$ cat src/rtl/assert_macros.svh
// Assertion macros shared by the frame header parser RTL.
`ifndef ASSERT_MACROS_SVH
`define ASSERT_MACROS_SVH

`ifndef SYNTHESIS
`define RFHP_ASSERT(lbl, clk, rstn, prop) \
  lbl: assert property (@(posedge clk) disable iff (!(rstn)) (prop)) \
    else $error("assertion failed");
`define RFHP_ASSERT_NEVER(lbl, clk, rstn, cond) \
  lbl: assert property (@(posedge clk) disable iff (!(rstn)) !(cond)) \
    else $error("forbidden condition seen");
`else
`define RFHP_ASSERT(lbl, clk, rstn, prop)
`define RFHP_ASSERT_NEVER(lbl, clk, rstn, cond)
`endif

`endif

$ cat src/rtl/rfhp_pkg.sv
// Package: types, constants and helper functions of the frame header parser.
`timescale 1ns / 1ps

package rfhp_pkg;

  localparam int unsigned RFHP_QUEUE_DEPTH = 4;

  typedef enum logic [3:0] {
    PH_FLAGS = 4'd0,
    PH_LEN   = 4'd1,
    PH_MIDX  = 4'd2,
    PH_OIDX  = 4'd3,
    PH_OCH   = 4'd4,
    PH_SCNT  = 4'd5,
    PH_SID   = 4'd6,
    PH_SIDX  = 4'd7,
    PH_PAY   = 4'd8
  } phase_e;

  typedef enum logic [1:0] {
    KIND_HDR = 2'd0,
    KIND_PAY = 2'd1,
    KIND_ERR = 2'd2
  } kind_e;

  typedef struct packed {
    kind_e       kind;
    logic [2:0]  reliability;
    logic        has_split;
    logic [13:0] payload_length;
    logic [23:0] message_index;
    logic [23:0] order_index;
    logic [7:0]  order_channel;
    logic [31:0] split_count;
    logic [15:0] split_id;
    logic [31:0] split_index;
    logic [7:0]  payload_byte;
    logic        last_byte;
  } result_t;

  typedef struct packed {
    logic    prim_vld;
    logic    err;
    result_t rslt;
  } entry_t;

  function automatic logic [2:0] section_len(phase_e ph);
    logic [2:0] n;
    unique case (ph)
      PH_FLAGS: n = 3'd1;
      PH_LEN:   n = 3'd2;
      PH_MIDX:  n = 3'd3;
      PH_OIDX:  n = 3'd3;
      PH_OCH:   n = 3'd1;
      PH_SCNT:  n = 3'd4;
      PH_SID:   n = 3'd2;
      PH_SIDX:  n = 3'd4;
      default:  n = 3'd0;
    endcase
    return n;
  endfunction

  function automatic logic has_midx(logic [2:0] rel);
    return (rel == 3'd2) || (rel == 3'd3) || (rel == 3'd4) || (rel == 3'd6) ||
           (rel == 3'd7);
  endfunction

  function automatic logic has_order(logic [2:0] rel);
    return (rel == 3'd1) || (rel == 3'd3) || (rel == 3'd4) || (rel == 3'd7);
  endfunction

  function automatic phase_e next_phase(phase_e ph, logic [2:0] rel, logic split);
    phase_e after_split;
    phase_e after_midx;
    phase_e nxt;
    after_split = split ? PH_SCNT : PH_PAY;
    after_midx  = has_order(rel) ? PH_OIDX : after_split;
    unique case (ph)
      PH_FLAGS: nxt = PH_LEN;
      PH_LEN:   nxt = has_midx(rel) ? PH_MIDX : after_midx;
      PH_MIDX:  nxt = after_midx;
      PH_OIDX:  nxt = PH_OCH;
      PH_OCH:   nxt = after_split;
      PH_SCNT:  nxt = PH_SID;
      PH_SID:   nxt = PH_SIDX;
      default:  nxt = PH_PAY;
    endcase
    return nxt;
  endfunction

endpackage

$ cat src/rtl/rfhp_front.sv
// Front end: accepts datagram bytes, tracks frame fields, posts result entries.
`timescale 1ns / 1ps

module rfhp_front (
  input  logic             clk_i,
  input  logic             rst_ni,
  input  logic             in_valid_i,
  output logic             in_ready_o,
  input  logic [7:0]       data_byte_i,
  input  logic             datagram_end_i,
  input  logic             q_full_i,
  output logic             push_o,
  output rfhp_pkg::entry_t entry_o,
  output rfhp_pkg::phase_e phase_o
);

  rfhp_pkg::phase_e phase_q, phase_d, ph_cur;
  logic [2:0]  cnt_q, cnt_d, cnt_inc;
  logic [2:0]  rel_q, rel_d;
  logic        split_q, split_d;
  logic [15:0] len_q, len_d;
  logic [23:0] midx_q, midx_d;
  logic [23:0] oidx_q, oidx_d;
  logic [7:0]  och_q, och_d;
  logic [31:0] scnt_q, scnt_d;
  logic [15:0] sid_q, sid_d;
  logic [31:0] sidx_q, sidx_d;
  logic [13:0] rem_q, rem_d;
  logic [16:0] len_round;
  logic [4:0]  shamt;
  logic        accept;

  assign in_ready_o = !q_full_i;
  assign accept     = in_valid_i && !q_full_i;
  assign phase_o    = phase_q;
  assign cnt_inc    = cnt_q + 3'd1;
  assign shamt      = {cnt_q[1:0], 3'b000};
  assign ph_cur     = (phase_q > rfhp_pkg::PH_PAY) ? rfhp_pkg::PH_FLAGS : phase_q;

  always_comb begin
    phase_d   = phase_q;
    cnt_d     = cnt_q;
    rel_d     = rel_q;
    split_d   = split_q;
    len_d     = len_q;
    midx_d    = midx_q;
    oidx_d    = oidx_q;
    och_d     = och_q;
    scnt_d    = scnt_q;
    sid_d     = sid_q;
    sidx_d    = sidx_q;
    rem_d     = rem_q;
    len_round = 17'd0;
    entry_o   = '0;
    if (accept) begin
      if (ph_cur == rfhp_pkg::PH_PAY) begin
        rem_d                        = rem_q - 14'd1;
        entry_o.prim_vld             = 1'b1;
        entry_o.rslt.kind            = rfhp_pkg::KIND_PAY;
        entry_o.rslt.payload_byte    = data_byte_i;
        entry_o.rslt.last_byte       = (rem_d == 14'd0);
        phase_d = (rem_d == 14'd0) ? rfhp_pkg::PH_FLAGS : rfhp_pkg::PH_PAY;
      end else begin
        unique case (ph_cur)
          rfhp_pkg::PH_FLAGS: begin
            rel_d   = data_byte_i[7:5];
            split_d = data_byte_i[4];
            len_d   = '0;
            midx_d  = '0;
            oidx_d  = '0;
            och_d   = '0;
            scnt_d  = '0;
            sid_d   = '0;
            sidx_d  = '0;
            rem_d   = '0;
          end
          rfhp_pkg::PH_LEN:  len_d  = {len_q[7:0], data_byte_i};
          rfhp_pkg::PH_MIDX: midx_d = midx_q | 24'({24'd0, data_byte_i} << shamt);
          rfhp_pkg::PH_OIDX: oidx_d = oidx_q | 24'({24'd0, data_byte_i} << shamt);
          rfhp_pkg::PH_OCH:  och_d  = data_byte_i;
          rfhp_pkg::PH_SCNT: scnt_d = {scnt_q[23:0], data_byte_i};
          rfhp_pkg::PH_SID:  sid_d  = {sid_q[7:0], data_byte_i};
          default:           sidx_d = {sidx_q[23:0], data_byte_i};
        endcase
        cnt_d = cnt_inc;
        if (cnt_inc >= rfhp_pkg::section_len(ph_cur)) begin
          cnt_d   = '0;
          phase_d = rfhp_pkg::next_phase(ph_cur, rel_d, split_d);
          if (phase_d == rfhp_pkg::PH_PAY) begin
            len_round                   = {1'b0, len_d} + 17'd7;
            rem_d                       = len_round[16:3];
            entry_o.prim_vld            = 1'b1;
            entry_o.rslt.kind           = rfhp_pkg::KIND_HDR;
            entry_o.rslt.reliability    = rel_d;
            entry_o.rslt.has_split      = split_d;
            entry_o.rslt.payload_length = rem_d;
            entry_o.rslt.message_index  = midx_d;
            entry_o.rslt.order_index    = oidx_d;
            entry_o.rslt.order_channel  = och_d;
            entry_o.rslt.split_count    = scnt_d;
            entry_o.rslt.split_id       = sid_d;
            entry_o.rslt.split_index    = sidx_d;
            if (rem_d == 14'd0) begin
              phase_d = rfhp_pkg::PH_FLAGS;
            end
          end
        end
      end
      if (datagram_end_i && (phase_d != rfhp_pkg::PH_FLAGS)) begin
        entry_o.err = 1'b1;
        phase_d     = rfhp_pkg::PH_FLAGS;
        cnt_d       = '0;
        rem_d       = '0;
      end
    end
  end

  assign push_o = accept && (entry_o.prim_vld || entry_o.err);

  always_ff @(posedge clk_i or negedge rst_ni) begin
    if (!rst_ni) begin
      phase_q <= rfhp_pkg::PH_FLAGS;
      cnt_q   <= '0;
      rel_q   <= '0;
      split_q <= 1'b0;
      len_q   <= '0;
      midx_q  <= '0;
      oidx_q  <= '0;
      och_q   <= '0;
      scnt_q  <= '0;
      sid_q   <= '0;
      sidx_q  <= '0;
      rem_q   <= '0;
    end else begin
      phase_q <= phase_d;
      cnt_q   <= cnt_d;
      rel_q   <= rel_d;
      split_q <= split_d;
      len_q   <= len_d;
      midx_q  <= midx_d;
      oidx_q  <= oidx_d;
      och_q   <= och_d;
      scnt_q  <= scnt_d;
      sid_q   <= sid_d;
      sidx_q  <= sidx_d;
      rem_q   <= rem_d;
    end
  end

endmodule

$ cat src/rtl/rfhp_queue.sv
// Short queue of result entries between the front end and the back end.
`timescale 1ns / 1ps

module rfhp_queue #(
  parameter int unsigned Depth = rfhp_pkg::RFHP_QUEUE_DEPTH
) (
  input  logic             clk_i,
  input  logic             rst_ni,
  input  logic             push_i,
  input  rfhp_pkg::entry_t entry_i,
  input  logic             pop_i,
  output logic             full_o,
  output logic             head_vld_o,
  output rfhp_pkg::entry_t head_o
);

  localparam int unsigned PtrW = (Depth > 1) ? $clog2(Depth) : 1;
  localparam int unsigned CntW = $clog2(Depth + 1);

  rfhp_pkg::entry_t mem_q [Depth];
  logic [PtrW-1:0] wr_ptr_q, wr_ptr_d, rd_ptr_q, rd_ptr_d;
  logic [CntW-1:0] count_q, count_d;
  logic            do_push, do_pop;

  assign full_o     = (count_q == CntW'(Depth));
  assign head_vld_o = (count_q != '0);
  assign head_o     = mem_q[rd_ptr_q];
  assign do_push    = push_i && !full_o;
  assign do_pop     = pop_i && head_vld_o;

  always_comb begin
    wr_ptr_d = wr_ptr_q;
    rd_ptr_d = rd_ptr_q;
    count_d  = count_q;
    if (do_push) begin
      wr_ptr_d = (wr_ptr_q == PtrW'(Depth - 1)) ? '0 : wr_ptr_q + PtrW'(1);
    end
    if (do_pop) begin
      rd_ptr_d = (rd_ptr_q == PtrW'(Depth - 1)) ? '0 : rd_ptr_q + PtrW'(1);
    end
    if (do_push && !do_pop) begin
      count_d = count_q + CntW'(1);
    end else if (do_pop && !do_push) begin
      count_d = count_q - CntW'(1);
    end
  end

  always_ff @(posedge clk_i) begin
    if (do_push) begin
      mem_q[wr_ptr_q] <= entry_i;
    end
  end

  always_ff @(posedge clk_i or negedge rst_ni) begin
    if (!rst_ni) begin
      wr_ptr_q <= '0;
      rd_ptr_q <= '0;
      count_q  <= '0;
    end else begin
      wr_ptr_q <= wr_ptr_d;
      rd_ptr_q <= rd_ptr_d;
      count_q  <= count_d;
    end
  end

endmodule

$ cat src/rtl/rfhp_back.sv
// Back end: expands queue entries into result items and holds the output register.
`timescale 1ns / 1ps

module rfhp_back (
  input  logic              clk_i,
  input  logic              rst_ni,
  input  logic              head_vld_i,
  input  rfhp_pkg::entry_t  head_i,
  output logic              pop_o,
  output logic              out_valid_o,
  input  logic              out_ready_i,
  output rfhp_pkg::result_t out_o
);

  rfhp_pkg::result_t out_q, out_d;
  logic out_vld_q, out_vld_d;
  logic sub_q, sub_d;
  logic load;

  assign load        = !out_vld_q || out_ready_i;
  assign out_valid_o = out_vld_q;
  assign out_o       = out_q;

  always_comb begin
    out_d     = out_q;
    out_vld_d = out_vld_q && !out_ready_i;
    sub_d     = sub_q;
    pop_o     = 1'b0;
    if (load && head_vld_i) begin
      out_vld_d = 1'b1;
      if (head_i.prim_vld && !sub_q) begin
        out_d = head_i.rslt;
        if (head_i.err) begin
          sub_d = 1'b1;
        end else begin
          pop_o = 1'b1;
        end
      end else begin
        out_d      = '0;
        out_d.kind = rfhp_pkg::KIND_ERR;
        sub_d      = 1'b0;
        pop_o      = 1'b1;
      end
    end
  end

  always_ff @(posedge clk_i) begin
    out_q <= out_d;
  end

  always_ff @(posedge clk_i or negedge rst_ni) begin
    if (!rst_ni) begin
      out_vld_q <= 1'b0;
      sub_q     <= 1'b0;
    end else begin
      out_vld_q <= out_vld_d;
      sub_q     <= sub_d;
    end
  end

endmodule

$ cat src/rtl/reliable_frame_header_parser_unit.sv
// Top level: frame header parser with decoupled front end, entry queue and back end.
//
//   channel  direction  handshake                 payload
//   in       sink       in_valid_i / in_ready_o   data_byte_i, datagram_end_i
//   out      source     out_valid_o / out_ready_i kind_o .. last_byte_o
//
// One byte is accepted per cycle while the entry queue has room; a byte that causes a result
// and a truncation error yields one entry that leaves as two items, result then error. The
// output register delivers one item per cycle while out_ready_i is high.
// Reset is asynchronous, active low, and clears phase, counters, queue and output valid.
// Output stalls back up through the queue of QUEUE_DEPTH entries before input stalls.
`timescale 1ns / 1ps
`include "assert_macros.svh"

module reliable_frame_header_parser_unit #(
  parameter int unsigned QUEUE_DEPTH = rfhp_pkg::RFHP_QUEUE_DEPTH
) (
  input  logic        clk_i,
  input  logic        rst_ni,
  input  logic        in_valid_i,
  output logic        in_ready_o,
  input  logic [7:0]  data_byte_i,
  input  logic        datagram_end_i,
  output logic        out_valid_o,
  input  logic        out_ready_i,
  output logic [1:0]  kind_o,
  output logic [2:0]  reliability_o,
  output logic        has_split_o,
  output logic [13:0] payload_length_o,
  output logic [23:0] message_index_o,
  output logic [23:0] order_index_o,
  output logic [7:0]  order_channel_o,
  output logic [31:0] split_count_o,
  output logic [15:0] split_id_o,
  output logic [31:0] split_index_o,
  output logic [7:0]  payload_byte_o,
  output logic        last_byte_o
);

  rfhp_pkg::entry_t  push_entry, head_entry;
  rfhp_pkg::result_t rslt;
  rfhp_pkg::phase_e  phase;
  logic push, pop, q_full, head_vld;

  rfhp_front u_front (
    .clk_i          (clk_i),
    .rst_ni         (rst_ni),
    .in_valid_i     (in_valid_i),
    .in_ready_o     (in_ready_o),
    .data_byte_i    (data_byte_i),
    .datagram_end_i (datagram_end_i),
    .q_full_i       (q_full),
    .push_o         (push),
    .entry_o        (push_entry),
    .phase_o        (phase)
  );

  rfhp_queue #(
    .Depth (QUEUE_DEPTH)
  ) u_queue (
    .clk_i      (clk_i),
    .rst_ni     (rst_ni),
    .push_i     (push),
    .entry_i    (push_entry),
    .pop_i      (pop),
    .full_o     (q_full),
    .head_vld_o (head_vld),
    .head_o     (head_entry)
  );

  rfhp_back u_back (
    .clk_i       (clk_i),
    .rst_ni      (rst_ni),
    .head_vld_i  (head_vld),
    .head_i      (head_entry),
    .pop_o       (pop),
    .out_valid_o (out_valid_o),
    .out_ready_i (out_ready_i),
    .out_o       (rslt)
  );

  assign kind_o           = rslt.kind;
  assign reliability_o    = rslt.reliability;
  assign has_split_o      = rslt.has_split;
  assign payload_length_o = rslt.payload_length;
  assign message_index_o  = rslt.message_index;
  assign order_index_o    = rslt.order_index;
  assign order_channel_o  = rslt.order_channel;
  assign split_count_o    = rslt.split_count;
  assign split_id_o       = rslt.split_id;
  assign split_index_o    = rslt.split_index;
  assign payload_byte_o   = rslt.payload_byte;
  assign last_byte_o      = rslt.last_byte;

  `RFHP_ASSERT(a_end_resync, clk_i, rst_ni, in_valid_i && in_ready_o && datagram_end_i |=> phase == rfhp_pkg::PH_FLAGS)
  `RFHP_ASSERT(a_err_clean, clk_i, rst_ni, out_valid_o && kind_o == rfhp_pkg::KIND_ERR |-> payload_byte_o == 8'd0 && last_byte_o == 1'b0 && payload_length_o == 14'd0)
  `RFHP_ASSERT_NEVER(a_push_full, clk_i, rst_ni, push && q_full)
  `RFHP_ASSERT_NEVER(a_pop_empty, clk_i, rst_ni, pop && !head_vld)

endmodule

$ cat config.mk
export PLATFORM = sky130hd
export DESIGN_NAME = reliable_frame_header_parser_unit
export DESIGN_NICKNAME = d
export VERILOG_FILES = /design/src/rtl/rfhp_pkg.sv /design/src/rtl/rfhp_front.sv /design/src/rtl/rfhp_queue.sv /design/src/rtl/rfhp_back.sv /design/src/rtl/reliable_frame_header_parser_unit.sv
export VERILOG_INCLUDE_DIRS = /design/src /design/src/rtl
export SDC_FILE = /design/constraint.sdc
export NUM_CORES = 1
export LEC_CHECK = 0
export ABC_CLOCK_PERIOD_IN_PS = 23900
export BUFFER_PORTS_ARGS = -buffer_cell sky130_fd_sc_hd__buf_2
export CORE_ASPECT_RATIO = 1.1
export CORE_MARGIN = 3
export CORE_UTILIZATION = 45
export CTS_CLUSTER_SIZE = 25
export DETAILED_ROUTE_END_ITERATION = 7
export GPL_TIMING_DRIVEN = 0
export PLACE_DENSITY_LB_ADDON = 0.15
export REMOVE_ABC_BUFFERS = 1
export SYNTH_ARGS = -nofsm -noshare
export SYNTH_HDL_FRONTEND = slang
export SYNTH_SLANG_ARGS = --single-unit
$ cat constraint.sdc
create_clock -name clk_i -period 23.9 [get_ports clk_i]
set_input_delay 1.195 -clock clk_i [delete_from_list [all_inputs] [get_ports clk_i]]
set_output_delay 1.195 -clock clk_i [all_outputs]
set_load 0.1 [all_outputs]
==> out/qor.yml <==
cp-startpoint: "u_front.phase_o[1]"
drc: 0
finalCriticalPeriod_ns: 6.66
drv_slew: 0
synth_edf_count: 829
core_um2: 90100
ant_nets: 0
ys.flop_type: "edfxtp_1"
status: "completed"
nets: 2779
yosysTopAreaCell: "edfxtp_1"
place.detailed.hpwl_mm: 53.6
clock_power_share: 0.226
syn_area_um2: 41100
gp_congestion: 0.815
worstPathArrival_ns: 6.99
final_common_cell: "edfxtp_1"
postCtsSetupBuffers: 0
clk_path_buf_depth: 3
synth_area_leaders: "edfxtp_1 (61%), dfrtp_1 (11%), mux4_2 (9.1%)"
chipWidth_um: 294
worstSetupEndpointType: "flop"
p_seq_frac: 0.369
endpoint: "u_queue.mem_q[0][118]"
worstSetupPathType: "flop to flop"
rows: 115
cp_max_fo: 36
cts_resized: 0
slowest_delay_ns: 1.20
ys_seq_area_frac: 0.719
setup_viol: 0
clk_pin_slew_worst_paths_ns: 0.06
tightest_slew_ns: 1.30
rsz0062_at_grt: "false"
intPower_uw: 4110
fmax_mhz: 150
htreeDepth: 3
worstHoldStart: "u_front.sidx_q[24]"
ir_worst_vdd_v: 0.0000991
max_cap_viol_count: 0
wl_per_cell_um: 23.0
min-delay-path-class: "flop to flop"
crit_chain: "nand2b_1, o21ai_0, nand2_1, ha_1, a211oi_1, nor2_1, o21ai_0, nor2_1, o21ba_2, o221ai_4, a21oi_4, and2_4, buf_16, buf_12"
io_pins: 180
grt_max_degree: 97
final_cell_mix: "edfxtp_1 (829), nand2_1 (219), dfrtp_1 (184), buf_2 (178), nor2b_1 (168)"
tritoncts: "built"
startpoint_type: "flop"
grt_pass1_wl_mm: 142
antenna_found_initial: 1
die_area_um2: 95000
cts_made_buffers: 101
reg2reg_to: "u_queue.mem_q[0][118]"
io_buffers: 179
vias: 22934
routed_wl_mm: 92.4
setup_tns_ns: 0
critPathSlowestCell: "dfrtp_1"
p_leak_uw: 0.0163
p_comb_frac: 0.405
grt_overflow: 0
track_usage: 0.196
setup_slack_ns: 17.24
relSlewSlack: 0.124
min_period_over_period: 0.279
ff2ff_path_depth: 14
ys_seq_elements: 1015
postSynthAreaPerCell_um2: 15.7
insertion_delay_ns: 0.67
dp_slack_ns: 17.33
powerDensity_nw_per_um2: 148
switching_share: 0.415
start_util: 0.456
p_switching_uw: 2920
hold_buffers: 0
detail_route.vias_per_cell: 5.72
yosys_warnings: 0
first_pass_iters: 5
post_route_cells_drive_above_1_share: 0.205
synth_cells: 2614
cp.required_ns: 24.23
die-height_um: 323
synth_top_area_frac: 0.605
first_global_vias: 23361
async_flop_share: 0.183
r2r_slack_ns: 17.24
root_buffer: "clkbuf_16"
skew_ns: 0.0385
reg2reg_from: "u_front.phase_o[1]"
area_delta_synth_final_pct: 15.1
cts.sinks: 1015
finalHoldViolations: 0
drt_iter0_markers: 1738
yosysUniqueCellTypes: 81
==> worst min path at each step <==
stage,depth (start not counted),endpoint,slack [ns]
6_report,2,u_front.sidx_q[24],0.48
5_1_grt,1,u_front.och_q[6],0.51
4_1_cts,2,u_front.sidx_q[24],0.48
3_5_place_dp,2,u_front.sidx_q[24],0.47
3_3_place_gp,2,u_front.sidx_q[26],0.46
2_1_floorplan,2,u_front.sidx_q[24],0.45
==> cell families (layout without fill, tap and decap cells) <==
logic type / after synthesis / in the layout / share of synthesized area
flops: 1015 / 1015 / 0.719
mux: 173 / 173 / 0.0929
xor+xnor: 24 / 24 / 0.00511
simple gates: 731 / 731 / 0.0884
other cells: 0 / 1 / 0
compound gates: 448 / 448 / 0.0706
fa+ha+maj: 13 / 13 / 0.00414
buf+inv: 210 / 435 / 0.0200
==> power by group through the flow <==
stage / Sequential [µW] / Combinational [µW] / Clock, µW
global placement: 2890 / 2840 / 0
floorplan: 3710 / 1170 / 0
finish: 2590 / 2850 / 1590
global route: 2630 / 3020 / 1700
CTS: 2590 / 2890 / 1630
detailed placement: 2630 / 2880 / 0
==> critical path: cells and delay by family, from the launching register on <==
family | cells | cell delay (ns)
AO/OA/AOI/OAI | 6 | 1.61
adder cells (fa/ha/maj) | 1 | 0.30
buffers and inverters | 2 | 0.55
flip-flops | 1 | 1.20
AND/OR/NAND/NOR | 5 | 2.55
==> final cells by class <==
type                            instances  area, µm²
Clock inverter                         38        462
Tap cell                             1170       1460
Antenna cell                            1       2.50
Clock buffer                          151       2880
Multi-Input combinational cell       1389      10800
Inverter                               20       75.1
Sequential cell                      1015      29600
Fill cell                            7380      42800
Timing Repair Buffer                  226       2020
==> per-stage QoR <==
| stage | instance area [µm²] | total power, µW | hold WS (ns) | cells | util |
|---|---|---|---|---|---|
| 2_1_floorplan | 40400 | 4880 | 0.450 | 2424 | - |
| 3_3_place_gp | 42700 | 5720 | 0.462 | 3773 | 0.474 |
| 5_1_grt | 47300 | 7350 | 0.509 | 4009 | 0.525 |
| 6_report | 47300 | 7020 | 0.477 | 4010 | 0.525 |
| 4_1_cts | 47300 | 7110 | 0.484 | 4009 | 0.525 |
| 3_5_place_dp | 44000 | 5510 | 0.471 | 3820 | 0.488 |
==> routing by layer <==
layer | wire length [µm] | global-route usage | part of all wire | vias to the layer above
met4 | 1840 | 0.0509 | 0.020 | 0
met1 | 40400 | 0.275 | 0.44 | 11893
li1 | - | - | - | 10291
met5 | 0 | 0 | 0 | -
met2 | 45600 | 0.324 | 0.49 | 619
met3 | 4540 | 0.0299 | 0.049 | 131
==> synthesized netlist by cell type, types with 12 or more instances <==
cell type  instances
mux4_2           166
inv_1             19
nand2_1          222
a31oi_1           12
edfxtp_1         829
dfrtp_1          186
a22oi_1           32
buf_1             24
and3_1            13
ha_1              12
a21oi_1          155
nor2_1           132
o21ai_0           82
nand3_1           99
xnor2_1           17
o21ai_1           13
nor3_1            20
o21a_1            13
nor2b_1          168
clkbuf_1         152
a22o_1            90
==> state kept, by name, summed over array words and instances, names as in the netlist <==
register,count
u_back.sub_q,1
u_front.rem_q,14
u_queue.wr_ptr_q,2
u_queue.count_q,3
u_front.sid_q,16
u_queue.rd_ptr_q,2
u_front.split_q,1
u_front.len_q,16
u_front.cnt_q,3
u_front.scnt_q,32
u_front.phase_o,4
u_back.out_o,165
u_front.sidx_q,32
u_front.oidx_q,24
u_front.rel_q,3
u_front.midx_q,24
u_back.out_valid_o,1
u_queue.mem_q,664
u_front.och_q,8
Power figures use the tool's default switching activity.
